[src/rtl/rwc_div_cell.sv]
// One restoring division step: one quotient bit, registered.
// Depends on nothing; used by rwc_divider.
`default_nettype none
module rwc_div_cell #(
    parameter int NW = 32,
    parameter int DW = 32,
    parameter int PW = 1
) (
    input  wire logic          i_clk,
    input  wire logic          i_rst_n,
    input  wire logic          i_valid,
    input  wire logic [NW-1:0] i_num,
    input  wire logic [DW-1:0] i_rem,
    input  wire logic [DW-1:0] i_div,
    input  wire logic [PW-1:0] i_pay,
    output logic               o_valid,
    output logic      [NW-1:0] o_num,
    output logic      [DW-1:0] o_rem,
    output logic      [DW-1:0] o_div,
    output logic      [PW-1:0] o_pay
);

    logic [DW:0]   w_trial;
    logic [DW:0]   w_diff;
    logic          w_ge;
    logic [DW-1:0] n_rem;
    logic [NW-1:0] n_num;

    always_comb begin
        w_trial = {i_rem, i_num[NW-1]};
        w_diff  = w_trial - {1'b0, i_div};
        w_ge    = (w_trial >= {1'b0, i_div});
        n_rem   = w_ge ? w_diff[DW-1:0] : w_trial[DW-1:0];
        // dividend bits shift out on top, quotient bits shift in below
        n_num   = {i_num[NW-2:0], w_ge};
    end

    always_ff @(posedge i_clk) begin
        if (!i_rst_n) begin
            o_valid <= 1'b0;
        end else begin
            o_valid <= i_valid;
        end
    end

    always_ff @(posedge i_clk) begin
        o_num <= n_num;
        o_rem <= n_rem;
        o_div <= i_div;
        o_pay <= i_pay;
    end

endmodule
`default_nettype wire

[src/rtl/rwc_divider.sv]
// Pipelined unsigned divider: a row of NW division cells, one per quotient bit.
// Depends on rwc_div_cell. Quotient of a zero divisor is all ones.
`default_nettype none
module rwc_divider #(
    parameter int NW = 32,
    parameter int DW = 32,
    parameter int PW = 1
) (
    input  wire logic          i_clk,
    input  wire logic          i_rst_n,
    input  wire logic          i_valid,
    input  wire logic [NW-1:0] i_num,
    input  wire logic [DW-1:0] i_div,
    input  wire logic [PW-1:0] i_pay,
    output logic               o_valid,
    output logic      [NW-1:0] o_quot,
    output logic      [PW-1:0] o_pay
);

    logic          c_valid [0:NW];
    logic [NW-1:0] c_num   [0:NW];
    logic [DW-1:0] c_rem   [0:NW];
    logic [DW-1:0] c_div   [0:NW];
    logic [PW-1:0] c_pay   [0:NW];

    assign c_valid[0] = i_valid;
    assign c_num[0]   = i_num;
    assign c_rem[0]   = '0;
    assign c_div[0]   = i_div;
    assign c_pay[0]   = i_pay;

    for (genvar k = 0; k < NW; k++) begin : g_cell
        rwc_div_cell #(.NW(NW), .DW(DW), .PW(PW)) u_cell (
            .i_clk   (i_clk),
            .i_rst_n (i_rst_n),
            .i_valid (c_valid[k]),
            .i_num   (c_num[k]),
            .i_rem   (c_rem[k]),
            .i_div   (c_div[k]),
            .i_pay   (c_pay[k]),
            .o_valid (c_valid[k+1]),
            .o_num   (c_num[k+1]),
            .o_rem   (c_rem[k+1]),
            .o_div   (c_div[k+1]),
            .o_pay   (c_pay[k+1])
        );
    end

    assign o_valid = c_valid[NW];
    assign o_quot  = c_num[NW];
    assign o_pay   = c_pay[NW];

endmodule
`default_nettype wire

[config.mk]
export PLATFORM = sky130hd
export DESIGN_NAME = rwc_divider
export DESIGN_NICKNAME = d
export VERILOG_FILES = /design/src/rtl/rwc_div_cell.sv /design/src/rtl/rwc_divider.sv
export SDC_FILE = /design/constraint.sdc
export NUM_CORES = 2
export LEC_CHECK = 0
export BUFFER_PORTS_ARGS = -buffer_cell sky130_fd_sc_hd__buf_4
export CORE_AREA = 3 3 498 500
export CTS_CLUSTER_DIAMETER = 60
export CTS_CLUSTER_SIZE = 40
export DETAILED_ROUTE_END_ITERATION = 7
export DIE_AREA = 0 0 501 503
export GPL_TIMING_DRIVEN = 0
export PLACE_DENSITY = 0.7
export SYNTH_ARGS = -nofsm -noshare
export SYNTH_HDL_FRONTEND = slang
export SYNTH_HIERARCHICAL = 1
export SYNTH_SLANG_ARGS = --single-unit
[constraint.sdc]
create_clock -name i_clk -period 4.2 [get_ports i_clk]
set_clock_uncertainty 0.15 [all_clocks]
set_input_delay 0 -clock i_clk [delete_from_list [all_inputs] [get_ports i_clk]]
set_output_delay 0 -clock i_clk [all_outputs]
set_load 0.02 [all_outputs]
==> metrics.txt <==
number of remaining DRC errors=0; Reg power frac=32.9%; start of the worst register-to-register path=g_cell[0].u_cell/o_div[5]; Die Wd=501 µm; peak per-stage delay on the critical path=0.58 ns; average instance area after synthesis=9.489 µm²; end of the worst register-to-register path=g_cell[1].u_cell/o_rem[9]; Setup crit end=g_cell[1].u_cell/o_rem[9]; combined global-route utilization of all metal layers=24.48%; R2R depth=12; classification of the worst-slack hold path=in -> reg; number of global-route vias before repair=91380; average routed wire per standard cell=17.93 µm; root buffer cell=clkbuf_16; fmax=0.2478 GHz; later-pin clock latency in the skew report=0.86 ns; slowest CP cell=or4_1; height of the die=503 µm; cell area after technology mapping=0.1314 mm²; 1st-iter DRT viols=7321; placed cell areas=0.1364 mm²; class of the most critical setup path=reg -> reg; worst slack on hold paths=0.1526 ns; worst setup slack after placement=0.1222 ns; min Tclk post-route=4.035 ns; total clock sinks=3072; Synth Warn #=6; internal cell power=75.07 mW; TritonCTS clock tree=done; Cell Pwr Density=888.5 mW/mm²; first-pass GRT wire length=497.6 mm; setup repair after global routing missed its margin=no; crit end category=flip-flop; standard cell core area=0.2435 mm²; Crit path required time=4.77 ns; worst reg2reg setup slack=0.16 ns; drt via density=5.452; share of the clock period used by the worst path=96.08%; number of placement rows=181; Storage cell area=0.06150 mm²; count of boundary I/O pins=102; Congestion Overflow GR=0; fillcell total=21270; final wirelength=317.5 mm; Antenna Nets Post-Route=0; area of combinational cells with multiple inputs=0.06269 mm²; CTS buffer count=184; worst slew margin relative to its limit=40.26%; Layout area overhead=10.52%; deepest clock path buffer count=3; Clock H-tree levels=4; post-synthesis instance total=13850; total non-filler cell area in the finished layout=0.1452 mm²; final critical-path setup slack=0.1648 ns; via count=96550; full die area=0.2520 mm²; Clk network pwr share=16.7%; Slew Viols, Final=0; clock-pin transition on the worst setup and hold timing paths=0.10 ns; starting density of the core=53.97%; final setup violating endpoints=0; maxcap violations=0; start point of the critical path=g_cell[0].u_cell/o_div[5]; peak supply drop=0.0004993 V; power spent charging and discharging nets=53.95 mW; HPWL after detailed placement=250.0 mm; maximum number of pins on one net before global-route repair=41; final estimated routing congestion in global placement=0.9274; antenna violations before repair=6; Comb pwr share=50.3%; Switching Share=41.82%; count of TritonRoute iterations in the first routing pass=8; share of the core filled with cells=59.64%; nets@finish=15460; number of port buffers=101; worst-path fanout max=10; run status=finished clean; summed negative setup slack over all endpoints=0 ns; WP data arrival=4.60 ns; Tightest Pin Transition=0.8879 ns; startpoint type of the worst setup path=flip-flop; reported leakage power=65.26 nW; endpoints failing hold=0; cell-by-cell trace of the critical path=inv_1 -> ha_1 -> nand4_1 -> or4_1 -> a21oi_1 -> nor3_1 -> a211oi_2 -> o21ai_2 -> o31ai_4 -> buf_4 -> buf_4 -> a21oi_1; proportion of layout cells with a drive suffix above 1=8.165%
-- timing repair --
action / in CTS / in global routing
setup endpoints to repair: 0 / 90
hold buffers: 135 / 0
buffers inserted: 0 / 7
resized for setup: 0 / 2
hold endpoints to repair: 128 / 0
-- layout make-up --
| type | count | share of cell area (%) |
|---|---|---|
| tap | 3202 | 2.759 |
| clock inverter | 154 | 1.805 |
| clock buffer | 195 | 3.263 |
| multi-input combinational | 9063 | 43.17 |
| sequential | 3072 | 42.35 |
| buffer | 557 | 1.981 |
| inverter | 1217 | 3.150 |
| antenna | 6 | 0.01034 |
| timing repair buffer | 243 | 1.506 |
-- stage by stage --
step                std cells  power, mW
global route            17700      138.4
CTS                     17700      128.8
floorplan               13910      90.47
detailed placement      17210      106.5
global placement        17210      106.2
finish                  17710      129.0
-- layer usage --
layer	vias up	wire [µm]	global-route usage, %
met5	-	0	0
met4	0	7931	6.223
met3	482	16090	3.061
met2	2443	151000	42.38
met1	44780	142400	32.32
li1	48850	-	-
-- power by group through the flow --
| stage | Clock, mW | Combinational, mW | Sequential (mW) |
|---|---|---|---|
| after CTS | 22.2 | 63.8 | 42.7 |
| after detailed placement | 0 | 63.2 | 43.4 |
| after global placement | 0 | 62.9 | 43.3 |
| final | 21.6 | 64.9 | 42.5 |
| after global routing | 23.3 | 71.8 | 43.3 |
| after floorplan | 0 | 49.6 | 40.9 |
-- worst min path at each step --
stage               slack (ns)                         end      start  cells past startpoint
floorplan                -0.12   g_cell[0].u_cell/o_div[0]   i_div[0]                      0
global placement         -0.05  g_cell[0].u_cell/o_num[27]  i_num[26]                      1
detailed placement       -0.04  g_cell[0].u_cell/o_num[23]  i_num[22]                      1
CTS                       0.08   g_cell[0].u_cell/o_num[2]   i_num[1]                      3
global route              0.11   g_cell[0].u_cell/o_num[6]   i_num[5]                      3
finish                    0.15  g_cell[0].u_cell/o_rem[31]  i_div[31]                      6
-- cell usage in the layout (no fill, tap or decap), types with 34 or more instances in the layout --
master,n
nand3_1,250
or4_1,61
nand2b_1,93
nor2_1,1049
mux2i_1,34
o21ai_0,485
clkbuf_16,186
a211oi_1,94
inv_1,1216
conb_1,64
mux2_4,55
buf_2,238
buf_4,196
clkbuf_1,195
nor4_1,121
xor2_1,365
nor3_1,68
nand2_1,791
and2_1,95
dlygate4sd3_1,135
o21a_1,189
a31oi_1,153
ha_1,1024
o211ai_1,122
nand4_1,249
xnor2_1,475
mux2_1,116
dfxtp_1,3072
a21oi_1,1688
and4_1,60
mux2_2,177
nor2b_1,100
o21bai_1,93
a2bb2oi_1,58
a21o_1,383
o22ai_1,60
o21ai_1,37
-- state kept, by name, indices dropped and copies added (netlist names) --
register	count
g_cell.u_cell/o_rem	992
g_cell.u_cell/o_valid	32
g_cell.u_cell/o_num	1024
g_cell.u_cell/o_pay	32
g_cell.u_cell/o_div	992
-- critical path, delay by kind of cell, from the launching register on --
kind / cells / cell delay (ns)
compound gates: 5 / 1.30
simple gates: 3 / 0.97
buf+inv: 3 / 0.67
fa+ha+maj: 1 / 0.40
flops: 1 / 0.39
Note: power is estimated with default switching activity, not from simulation.
